$ cat src/hrhp_pkg.sv
// ---------------------------------------------------------------------------
// HTTP response head parser: shared package
// Codes, character constants, match tables and the item and state types.
// ---------------------------------------------------------------------------
package hrhp_pkg;

	localparam int COUNT_BITS = 32;

	localparam logic [2:0] REQ_CONNECT    = 3'd0;
	localparam logic [2:0] REQ_DATA       = 3'd1;
	localparam logic [2:0] REQ_DISCONNECT = 3'd2;
	localparam logic [2:0] REQ_TIMEOUT    = 3'd3;
	localparam logic [2:0] REQ_CONN_ERROR = 3'd4;

	localparam logic [1:0] PHASE_IDLE   = 2'd0;
	localparam logic [1:0] PHASE_STATUS = 2'd1;
	localparam logic [1:0] PHASE_HEADER = 2'd2;
	localparam logic [1:0] PHASE_BODY   = 2'd3;

	localparam logic ERR_TIMEOUT   = 1'b0;
	localparam logic ERR_CONN_FAIL = 1'b1;

	localparam logic [7:0] CH_LF    = 8'h0A;
	localparam logic [7:0] CH_CR    = 8'h0D;
	localparam logic [7:0] CH_SPACE = 8'h20;
	localparam logic [7:0] CH_COLON = 8'h3A;
	localparam logic [7:0] CH_WILD  = 8'h2A;
	localparam logic [7:0] CH_ZERO  = 8'h30;
	localparam logic [7:0] CH_NINE  = 8'h39;
	localparam logic [7:0] CH_UP_A  = 8'h41;
	localparam logic [7:0] CH_UP_Z  = 8'h5A;
	localparam logic [7:0] CASE_GAP = 8'h20;

	localparam logic [4:0] PREFIX_LEN = 5'd9;
	localparam logic [4:0] NAME_LEN   = 5'd14;
	localparam logic [4:0] POS_MAX    = 5'd31;
	localparam logic [9:0] CODE_MAX   = 10'd999;

	// "HTTP/*.* " with '*' as a wildcard
	localparam logic [7:0] STATUS_PREFIX [9] = '{
		8'h48, 8'h54, 8'h54, 8'h50, 8'h2F, 8'h2A, 8'h2E, 8'h2A, 8'h20
	};

	// "content-length", lower case
	localparam logic [7:0] LENGTH_NAME [14] = '{
		8'h63, 8'h6F, 8'h6E, 8'h74, 8'h65, 8'h6E, 8'h74,
		8'h2D, 8'h6C, 8'h65, 8'h6E, 8'h67, 8'h74, 8'h68
	};

	typedef struct packed {
		logic [2:0] req_type;
		logic [7:0] rx_byte;
	} req_item_t;

	typedef struct packed {
		logic [1:0]  phase;
		logic [9:0]  status_code;
		logic [31:0] content_length;
		logic        headers_done;
		logic        body_valid;
		logic [7:0]  body_byte;
		logic [31:0] body_count;
		logic        error_valid;
		logic        error_code;
	} res_item_t;

	typedef struct packed {
		logic [1:0]            phase;
		logic [4:0]            line_position;
		logic                  prefix_ok;
		logic                  name_matches;
		logic                  in_value;
		logic                  digits_ended;
		logic                  colon_seen;
		logic [9:0]            code_acc;
		logic [31:0]           length_acc;
		logic [COUNT_BITS-1:0] byte_total;
	} parse_state_t;

	localparam parse_state_t STATE_RESET = '{
		phase:         PHASE_IDLE,
		line_position: '0,
		prefix_ok:     1'b1,
		name_matches:  1'b1,
		in_value:      1'b0,
		digits_ended:  1'b0,
		colon_seen:    1'b0,
		code_acc:      '0,
		length_acc:    '0,
		byte_total:    '0
	};

endpackage

$ cat src/hrhp_if.sv
// ---------------------------------------------------------------------------
// HTTP response head parser: channel interfaces
// Valid/ready channels for request beats and result beats.
// ---------------------------------------------------------------------------
interface hrhp_req_if;
	import hrhp_pkg::*;

	logic      valid;
	logic      ready;
	req_item_t item;

	modport source (output valid, output item, input ready);
	modport sink (input valid, input item, output ready);
endinterface

interface hrhp_res_if;
	import hrhp_pkg::*;

	logic      valid;
	logic      ready;
	res_item_t item;

	modport source (output valid, output item, input ready);
	modport sink (input valid, input item, output ready);
endinterface

$ cat src/hrhp_step.sv
// ---------------------------------------------------------------------------
// HTTP response head parser: per-beat update
// Next parser state and result for one request beat.
// ---------------------------------------------------------------------------
module hrhp_step (
	input  hrhp_pkg::parse_state_t state,
	input  hrhp_pkg::req_item_t    item,
	output hrhp_pkg::parse_state_t state_next,
	output hrhp_pkg::res_item_t    result
);
	import hrhp_pkg::*;

	logic [7:0]  c;
	logic [7:0]  lc;
	logic        is_digit;
	logic [3:0]  digit;
	logic [13:0] code_ext;
	logic [13:0] code_v;
	logic [35:0] len_ext;
	logic [35:0] len_v;
	logic [9:0]  code_sat;
	logic [31:0] len_sat;
	logic [4:0]  pos_inc;

	always_comb begin
		c        = item.rx_byte;
		lc       = (c >= CH_UP_A && c <= CH_UP_Z) ? c + CASE_GAP : c;
		is_digit = c >= CH_ZERO && c <= CH_NINE;
		digit    = 4'(c - CH_ZERO);
		code_ext = 14'(state.code_acc);
		code_v   = (code_ext << 3) + (code_ext << 1) + 14'(digit);
		code_sat = (code_v > 14'(CODE_MAX)) ? CODE_MAX : code_v[9:0];
		len_ext  = 36'(state.length_acc);
		len_v    = (len_ext << 3) + (len_ext << 1) + 36'(digit);
		len_sat  = (|len_v[35:32]) ? '1 : len_v[31:0];
		pos_inc  = (state.line_position < POS_MAX) ? state.line_position + 5'd1
			: state.line_position;
	end

	always_comb begin
		parse_state_t s;
		logic         hdr_done;
		logic         body_v;
		logic         err_v;
		logic         err_c;

		s        = state;
		hdr_done = 1'b0;
		body_v   = 1'b0;
		err_v    = 1'b0;
		err_c    = ERR_TIMEOUT;

		unique case (item.req_type)
			REQ_CONNECT: begin
				s       = STATE_RESET;
				s.phase = PHASE_STATUS;
			end
			REQ_DISCONNECT: begin
				s.phase = PHASE_IDLE;
			end
			REQ_TIMEOUT, REQ_CONN_ERROR: begin
				s.phase = PHASE_IDLE;
				err_v   = 1'b1;
				err_c   = (item.req_type == REQ_CONN_ERROR) ? ERR_CONN_FAIL : ERR_TIMEOUT;
			end
			REQ_DATA: begin
				unique case (state.phase)
					PHASE_STATUS: begin
						if (c == CH_LF) begin
							if (state.line_position < PREFIX_LEN)
								s.prefix_ok = 1'b0;
							s.phase         = PHASE_HEADER;
							s.line_position = '0;
							s.name_matches  = 1'b1;
							s.in_value      = 1'b0;
							s.digits_ended  = 1'b0;
							s.colon_seen    = 1'b0;
						end else if (c != CH_CR) begin
							if (state.line_position < PREFIX_LEN) begin
								if (STATUS_PREFIX[state.line_position[3:0]] != CH_WILD &&
									STATUS_PREFIX[state.line_position[3:0]] != c)
									s.prefix_ok = 1'b0;
							end else if (state.prefix_ok && !state.digits_ended) begin
								if (is_digit)
									s.code_acc = code_sat;
								else
									s.digits_ended = 1'b1;
							end
							s.line_position = pos_inc;
						end
					end
					PHASE_HEADER: begin
						if (c == CH_LF) begin
							if (state.line_position == '0) begin
								s.phase  = PHASE_BODY;
								hdr_done = 1'b1;
							end else if (!state.in_value && !state.colon_seen &&
								state.name_matches && state.line_position == NAME_LEN) begin
								// bare name line with no value
								s.length_acc = '0;
							end
							s.line_position = '0;
							s.name_matches  = 1'b1;
							s.in_value      = 1'b0;
							s.digits_ended  = 1'b0;
							s.colon_seen    = 1'b0;
						end else if (c != CH_CR) begin
							if (state.in_value) begin
								if (state.name_matches && !state.digits_ended) begin
									if (is_digit)
										s.length_acc = len_sat;
									else
										s.digits_ended = 1'b1;
								end
							end else if (state.colon_seen && c == CH_SPACE) begin
								// ": " splits name from value
								s.colon_seen   = 1'b0;
								s.name_matches = state.name_matches &&
									state.line_position == NAME_LEN + 5'd1;
								s.in_value     = 1'b1;
								s.digits_ended = 1'b0;
								if (s.name_matches)
									s.length_acc = '0;
							end else begin
								s.name_matches = state.name_matches && !state.colon_seen;
								s.colon_seen   = (c == CH_COLON);
								if (c != CH_COLON) begin
									if (state.line_position >= NAME_LEN ||
										lc != LENGTH_NAME[state.line_position[3:0]])
										s.name_matches = 1'b0;
								end else if (state.line_position >= NAME_LEN) begin
									s.name_matches = s.name_matches &&
										state.line_position == NAME_LEN;
								end
							end
							s.line_position = pos_inc;
						end
					end
					PHASE_BODY: begin
						body_v = 1'b1;
						if (!(&state.byte_total))
							s.byte_total = state.byte_total + COUNT_BITS'(1);
					end
					PHASE_IDLE: begin
					end
				endcase
			end
			default: begin
			end
		endcase

		state_next            = s;
		result.phase          = s.phase;
		result.status_code    = s.prefix_ok ? s.code_acc : '0;
		result.content_length = s.length_acc;
		result.headers_done   = hdr_done;
		result.body_valid     = body_v;
		result.body_byte      = body_v ? c : '0;
		result.body_count     = 32'(s.byte_total);
		result.error_valid    = err_v;
		result.error_code     = err_c;
	end

endmodule

$ cat src/http_response_head_parser_unit.sv
// ---------------------------------------------------------------------------
// HTTP response head parser
// Status line, content-length and body pass-through, one beat per cycle unless stalled.
// ---------------------------------------------------------------------------
// Takes one request beat (connect, data byte, disconnect, timeout, error) per
// clock and returns exactly one result beat for each. The beat is registered
// in the input register, the parser state is updated from it in one step, and
// the result lands in an output register. While a result waits, one more
// request beat can still enter the input register; after that the request
// side stalls until the result is taken. The sustained rate is one beat per
// cycle while the result side is ready, bounded by the combinational update.
module http_response_head_parser_unit (
	input  logic       clk,
	input  logic       arst_n,
	hrhp_req_if.sink   request,
	hrhp_res_if.source result
);
	import hrhp_pkg::*;

	parse_state_t state_q;
	parse_state_t state_d;
	req_item_t    item_s1;
	logic         valid_s1;
	res_item_t    res_d;
	res_item_t    res_s2;
	logic         valid_s2;
	logic         advance;
	logic         take;

	assign advance       = !valid_s2 || result.ready;
	assign request.ready = !valid_s1 || advance;
	assign take          = request.valid && request.ready;
	assign result.valid  = valid_s2;
	assign result.item   = res_s2;

	hrhp_step u_step (
		.state      (state_q),
		.item       (item_s1),
		.state_next (state_d),
		.result     (res_d)
	);

	always_ff @(posedge clk or negedge arst_n) begin
		if (!arst_n) begin
			valid_s1 <= 1'b0;
			valid_s2 <= 1'b0;
			state_q  <= STATE_RESET;
		end else begin
			if (request.ready)
				valid_s1 <= request.valid;
			if (advance) begin
				valid_s2 <= valid_s1;
				if (valid_s1)
					state_q <= state_d;
			end
		end
	end

	always_ff @(posedge clk) begin
		if (take)
			item_s1 <= request.item;
		if (advance && valid_s1)
			res_s2 <= res_d;
	end

endmodule

$ cat src/flat_wrapper.sv
// flat-port wrapper written by rule: the top's interface ports become plain ports
module http_response_head_parser_unit_flat import hrhp_pkg::*;
  (clk, arst_n, request_valid, request_item, request_ready, result_valid, result_item, result_ready);
  hrhp_req_if request_i ();
  hrhp_res_if result_i ();
  input  logic clk;
  input  logic arst_n;
  input wire logic [$bits(request_i.valid)-1:0] request_valid;
  input wire logic [$bits(request_i.item)-1:0] request_item;
  output wire logic [$bits(request_i.ready)-1:0] request_ready;
  output wire logic [$bits(result_i.valid)-1:0] result_valid;
  output wire logic [$bits(result_i.item)-1:0] result_item;
  input wire logic [$bits(result_i.ready)-1:0] result_ready;
  assign request_i.valid = request_valid;
  assign request_i.item = request_item;
  assign request_ready = request_i.ready;
  assign result_valid = result_i.valid;
  assign result_item = result_i.item;
  assign result_i.ready = result_ready;
  http_response_head_parser_unit u_core (.clk(clk), .arst_n(arst_n), .request(request_i), .result(result_i));
endmodule
$ cat config.mk
export PLATFORM = sky130hd
export DESIGN_NAME = http_response_head_parser_unit_flat
export DESIGN_NICKNAME = d
export VERILOG_FILES = /design/src/hrhp_pkg.sv /design/src/hrhp_if.sv /design/src/hrhp_step.sv /design/src/http_response_head_parser_unit.sv /design/src/flat_wrapper.sv
export SDC_FILE = /design/constraint.sdc
export NUM_CORES = 1
export LEC_CHECK = 0
export ABC_AREA = 1
export ABC_CLOCK_PERIOD_IN_PS = 4250
export BUFFER_PORTS_ARGS = -buffer_cell sky130_fd_sc_hd__buf_2
export CAP_MARGIN = 20
export CELL_PAD_IN_SITES_DETAIL_PLACEMENT = 2
export CELL_PAD_IN_SITES_GLOBAL_PLACEMENT = 2
export CORE_MARGIN = 4
export CORE_UTILIZATION = 36
export DETAILED_ROUTE_END_ITERATION = 6
export PLACE_DENSITY_LB_ADDON = 0.1
export SYNTH_ARGS = -nofsm -noshare
export SYNTH_HDL_FRONTEND = slang
export SYNTH_SLANG_ARGS = --single-unit
$ cat constraint.sdc
create_clock -name clk -period 4.25 [get_ports clk]
set_clock_uncertainty 0.15 [all_clocks]
set_input_delay 0.425 -clock clk [delete_from_list [all_inputs] [get_ports clk]]
set_output_delay 0.425 -clock clk [all_outputs]
set_load 0.005 [all_outputs]
==> impl_metrics.yaml, run 1 <==
pwr:
  p_per_area_nw_per_um2: 328
  vdd_drop_max_mv: 0.286
  power.total_mw: 5.38
  leakagePower_nw: 8.49
placement:
  port_buffers: 104
  dpl.hpwl_mm: 38.1
  place_area_um2: 15600
  gp_congestion: 0.876
  dp.cells: 2621
worst_setup_path:
  cp-startpoint: "u_core.item_s1[3]"
  worstSetupEndpointType: "register"
  slowest_stage: "fa_1"
  cp_slowest_stage_delay_ns: 0.56
  worstPathArrival_ns: 4.01
  critical_path.max_fanout: 13
  critPathRequiredTime_ns: 4.35
  path_cells: "inv_1, fa_1, inv_1, fa_1, nand2_1, nand2_1, nand3_1, nand2_1, nand2_1, nand2_2, nand2_2, nand2_1, nand2_1, nand2_2, nor2_4, buf_4, nand3_2, nand2_1, nand2_1, nand2_1, nand2_1, nand2_1, nand2_2"
  rrSetupSlack_ns: 0.33
  ff2ff_path_depth: 23
  reg2reg_to: "u_core.result.item[53]"
  cp_common_cell: "nand2_1"
  crit_path_start_kind: "register"
  worstSetupPathType: "reg2reg"
  regToRegStartpoint: "u_core.item_s1[3]"
  cp-endpoint: "u_core.result.item[53]"
layout:
  fill_cells: 4804
  multi_input_area_um2: 8270
  fin_util_pct: 41.2
  regArea_um2: 5180
  nets: 2248
  antennaDiodeCount: 0
  area_delta_synth_final_pct: 12.8
  drive_gt1_share_pct: 13.3
  design_area_um2: 16400
  final_cells: 2670
yosys:
  synth-edff-count: 99
  ys_types: 55
  synth.most_common_cell: "nand2_1"
  yosysTopAreaCell: "nand2_1"
  yosys_most_used_dff: "edfxtp_1"
  synth_cells: 2037
  synthesis.nets: 2153
  async_reset_ff_share_pct: 47.1
  synth_area_um2: 14500
  ys_ff_latch: 187
  ys_warn_count: 0
  synth_top_area_share_pct: 20.7
  ys_top_cells_by_count: "802 x nand2_1, 191 x inv_1, 131 x nor2_1"
  yosysSeqAreaShare_pct: 35.6
  avgSynthCellArea_um2: 7.14
  ys_top_cells_by_area: "nand2_1 21%, edfxtp_1 20%, dfrtp_1 15%"
detailed_routing:
  antenna_left: 0
  post-route-drc-count: 0
  viasPerCell: 5.24
  vias: 14000
  drt_iter0_drc: 571
  wl_mm: 51.7
  routedWlPerCell_um: 19.4
  first_pass_iters: 4
floorplan:
  start_util_pct: 36.5
  core_um2: 39800
  die_area_um2: 43700
  io_pins: 105
  die_h_um: 209
  num_rows: 73
  die_w_um: 209
clock_tree:
  cts_tree: "yes"
  clk_pin_slew_ns: 0.07
  cts.path.max_buffers: 2
  htree_levels: 4
  clock_latency_ns: 0.49
  cts_sinks: 187
  cts_root_buf: "clkbuf_16"
  cts_buffers: 17
sta:
  post-route-period-util_pct: 92.2
  tns_ns: 0
  tightest_slew_ns: 0.956
  min_period_ns: 3.92
  hold_viol: 0
  setup-violations-final: 0
  max_slew_margin_pct: 36.3
  drv_slew: 0
  fmax_mhz: 255
  rsz0062_at_grt: "no"
global_routing:
  grt_pass1_wl_mm: 84.5
  gr-total-overflow: 0
  grt_pass1_vias: 15400
  track_usage_pct: 23.9
  grt_max_degree: 198
  antenna_found_initial: 0
outcome:
  status: "completed"
job:
  cap_violations: 0
hold_path:
  hold_class: "reg2reg"
[how the worst min path moves through the flow]
| stage | start | endpoint | cells past startpoint |
|---|---|---|---|
| 4_1_cts | u_core.state_q[74] | u_core.state_q[74] | 2 |
| 5_1_grt | u_core.state_q[77] | u_core.state_q[77] | 2 |
| 2_1_floorplan | arst_n | u_core.result.valid | 0 |
| 3_3_place_gp | u_core.state_q[74] | u_core.state_q[74] | 2 |
| 3_5_place_dp | u_core.state_q[74] | u_core.state_q[74] | 2 |
| 6_report | u_core.state_q[74] | u_core.state_q[74] | 2 |
[final cells by class]
cell class / count / share of cell area [%]
Inverter: 208 / 4.76
Multi-Input combinational cell: 1576 / 50.4
Tap cell: 525 / 4.00
Sequential cell: 187 / 31.6
Timing Repair Buffer: 142 / 5.47
Clock buffer: 19 / 2.64
Clock inverter: 13 / 1.14
[stage by stage]
stage | worst slack, ns | hold WS [ns]
global placement | 0.345 | 0.319
floorplan | 0.889 | -0.0206
CTS | 0.217 | 0.359
global route | 0.00944 | 0.385
detailed placement | 0.228 | 0.341
finish | 0.332 | 0.349
[cells by family (layout without fill, tap and decap cells)]
family,Yosys count,count (layout),share of synthesized area (%)
AND/OR/NAND/NOR,1186,1186,35.3
buffers and inverters,274,382,7.59
AO/OA/AOI/OAI,232,232,9.11
flip-flops,187,187,35.6
adder cells (fa/ha/maj),101,101,8.90
XOR/XNOR,57,57,3.43
[critical path, delay by kind of cell (launching register included)]
family / cells / cell delay, ns
and+or+nand+nor: 18 / 1.52
DFF: 1 / 0.43
adders and majority gates: 2 / 1.02
buffers and inverters: 3 / 0.51
[metal layers]
layer / wire [um] / vias up / global-route usage [%] / part of all wire (%)
met4: 865 / 0 / 5.58 / 1.7
met2: 25900 / 153 / 42.7 / 50
met5: 0 / - / 0 / 0
met1: 23600 / 7025 / 30.8 / 46
li1: - / 6767 / - / -
met3: 1250 / 50 / 3.47 / 2.4
[timing repair]
action	in CTS	in global routing
hold endpoints to repair	64	0
setup buffers	0	2
endpoints found under the setup margin	0	64
hold buffers	14	0
resized for setup	0	1
[registers in the layout, summed over array words and instances, names as in the netlist]
| signal | cells |
|---|---|
| u_core.result.item | 88 |
| u_core.state_q | 86 |
| u_core.item_s1 | 11 |
| u_core.result.valid | 1 |
| u_core.valid_s1 | 1 |
[placed cells by master (no fill, tap or decap), types with 5 or more instances in the layout]
master / n
dlygate4sd3_1: 14
o211ai_1: 5
o21ai_1: 17
nand3_2: 34
nor2b_1: 5
or2_2: 5
nor3_1: 32
edfxtp_1: 99
o31ai_1: 5
nand3_1: 84
nand2_2: 44
nor2_1: 129
nor4_1: 9
o22ai_1: 15
nand2_1: 802
buf_2: 103
a21oi_2: 6
xnor2_1: 19
nor2_2: 10
nand4_1: 13
dfrtp_1: 86
ha_1: 97
o21ai_0: 70
o21bai_1: 7
a31oi_1: 5
clkbuf_16: 17
xor2_1: 38
a21oi_1: 84
buf_4: 20
inv_1: 190
inv_2: 16
[report_power, final]
part,internal [mW],switching (mW),leakage [nW]
Clock,0.987,0.768,0.298
Combinational,0.400,0.832,6.03
Sequential,2.20,0.186,2.16
No activity file was read; power rests on OpenSTA's default activity.
==> run 2: changes to the inputs <==
--- a/config.mk
+++ b/config.mk
@@ -13,6 +13,7 @@
 export CELL_PAD_IN_SITES_GLOBAL_PLACEMENT = 2
 export CORE_MARGIN = 4
 export CORE_UTILIZATION = 36
+export CTS_BUF_LIST = sky130_fd_sc_hd__clkbuf_4
 export DETAILED_ROUTE_END_ITERATION = 6
 export PLACE_DENSITY_LB_ADDON = 0.1
 export SYNTH_ARGS = -nofsm -noshare
==> run 2 against run 1 <==
Combinational power barely moved. Wire length decreased by 1.4%. Worst setup slack improved by 0.048 ns. Via count shrank 0.76%. Sequential power is essentially flat. Sequential share of layout area grew 0.55 points. Critical path type unchanged. Largest power group unchanged.
==> impl_metrics.yaml, run 2 (synthesis gave the netlist of run 1 again) <==
sta:
  tns_ns: 0
  max_slew_margin_pct: 38.0
  post-route-period-util_pct: 91.1
  fmax_mhz: 258
  rsz0062_at_grt: "no"
  holdWs_ns: 0.170
  setup_ws_ns: 0.380
  min_period_ns: 3.87
  setup-violations-final: 0
  drv_slew: 0
  tightest_slew_ns: 0.929
  hold_viol: 0
clock_tree:
  htree_levels: 4
  cts_sinks: 187
  cts_root_buf: "clkbuf_4"
  cts_buffers: 17
  clk_pin_slew_ns: 0.17
  cts_tree: "yes"
  cts.path.max_buffers: 2
  clock_latency_ns: 0.73
layout:
  design_area_um2: 16100
  layout.cells.most_common_list: "802 x nand2_1, 190 x inv_1, 129 x nor2_1"
  drive_gt1_share_pct: 13.4
  layout.cells.most_common: "nand2_1"
  area_delta_synth_final_pct: 10.9
  nets: 2248
  largest_reg_flops: 88
  fin_util_pct: 40.5
worst_setup_path:
  crit_path_start_kind: "register"
  worstPathArrival_ns: 4.21
  critical_path.max_fanout: 19
  ff2ff_path_depth: 23
  crit_buf_inv: 3
  cp_common_cell: "nand2_1"
  slowest_stage: "fa_1"
  crit_family: "simple AND/OR/NAND/NOR gates"
  critPathRequiredTime_ns: 4.59
  cp_slowest_stage_delay_ns: 0.56
  worstSetupEndpointType: "register"
  crit_cells: 23
  worstSetupPathType: "reg2reg"
  path_cells: "inv_1, fa_1, inv_1, fa_1, nand2_1, nand2_1, nand3_1, nand2_1, nand2_1, nand2_2, nand2_2, nand2_1, nand2_1, nand2_2, nor2_4, buf_6, nand3_2, nand2_1, nand2_1, nand2_1, nand2_1, nand2_1, nand2_2"
floorplan:
  start_util_pct: 36.5
  die_h_um: 209
  die_area_um2: 43700
  io_pins: 105
  die_w_um: 209
  core_um2: 39800
  num_rows: 73
detailed_routing:
  drt_iter0_drc: 604
  wl_mm: 51.0
  routedWlPerCell_um: 19.1
  first_pass_iters: 4
  post-route-drc-count: 0
  viasPerCell: 5.20
  antenna_left: 0
  vias: 13900
global_routing:
  grt_pass1_vias: 15400
  gr-total-overflow: 0
  grt_max_degree: 198
  track_usage_pct: 23.7
  grt_pass1_wl_mm: 83.4
  antenna_found_initial: 2
job:
  cap_violations: 0
pwr:
  switching_share_pct: 35.5
  p_per_area_nw_per_um2: 296
  clock_power_share_pct: 24.5
  leakagePower_nw: 8.37
  seqPwrFrac_pct: 49.9
  power_frac_comb_pct: 25.6
  vdd_drop_max_mv: 0.210
  internal_power_mw: 3.08
  p_sw_mw: 1.70
placement:
  dpl.hpwl_mm: 38.1
  place_ws_ns: 0.228
  port_buffers: 104
  place_area_um2: 15600
  gp_congestion: 0.876
hold_path:
  hold_class: "in2async"
outcome:
  status: "completed"
[run 2: layout make-up]
class                   count  area (um^2)
fillers                  4832        23700
repair buffers            142          897
clock inverters            13          188
well taps                 525          657
diodes                      3         7.51
flip-flops and latches    187         5180
multi-input cells        1576         8270
clock buffers              19          143
inverters                 208          781
[run 2: worst reg2reg max path, cell delays in order (launching register included)]
cell	delay (ns)
edfxtp_1	0.45
inv_1	0.16
fa_1	0.56
inv_1	0.07
fa_1	0.46
nand2_1	0.08
nand2_1	0.09
nand3_1	0.12
nand2_1	0.11
nand2_1	0.09
nand2_2	0.11
nand2_2	0.10
nand2_1	0.06
nand2_1	0.07
nand2_2	0.07
nor2_4	0.10
buf_6	0.25
nand3_2	0.15
nand2_1	0.08
nand2_1	0.07
nand2_1	0.06
nand2_1	0.05
nand2_1	0.10
nand2_2	0.06
[run 2: routing by layer]
metal  GRT usage (%)  routed length, um  up-vias
met5               0                  0        -
met4            6.80                992        0
met3            2.84               1100       49
met2            42.0              25500      131
met1            30.4              23300     6944
li1                -                  -     6764
[run 2: final timing paths]
path                                     from                      to  slack [ns]
setup / recovery            u_core.item_s1[3]  u_core.result.item[73]        0.38
hold / removal                         arst_n      u_core.state_q[38]        0.17
setup reg to reg            u_core.item_s1[3]  u_core.result.item[73]        0.38
hold reg to reg            u_core.state_q[74]      u_core.state_q[74]        0.37
max in group asynchronous              arst_n      u_core.state_q[26]        2.72
min in group clk              request_item[5]       u_core.item_s1[5]        0.27
[run 2: through the flow]
| stage | std cells | total power, mW |
|---|---|---|
| 2_1_floorplan | 2037 | 3.17 |
| 3_3_place_gp | 2621 | 3.57 |
| 3_5_place_dp | 2621 | 3.65 |
| 4_1_cts | 2667 | 4.85 |
| 5_1_grt | 2673 | 5.11 |
| 6_report | 2673 | 4.78 |
[run 2: power by group through the flow]
| stage | clock network, mW | logic [mW] | registers (mW) |
|---|---|---|---|
| floorplan | 0 | 0.790 | 2.38 |
| finish | 1.17 | 1.22 | 2.39 |
| global placement | 0 | 1.16 | 2.41 |
| CTS | 1.22 | 1.24 | 2.39 |
| detailed placement | 0 | 1.23 | 2.42 |
| global route | 1.29 | 1.39 | 2.42 |
[run 2: timing repair]
action / CTS / global route
setup buffers: 0 / 2
endpoints found under the setup margin: 0 / 59
gates resized for setup: 0 / 1
hold buffers: 14 / 0
endpoints found under the hold margin: 64 / 0
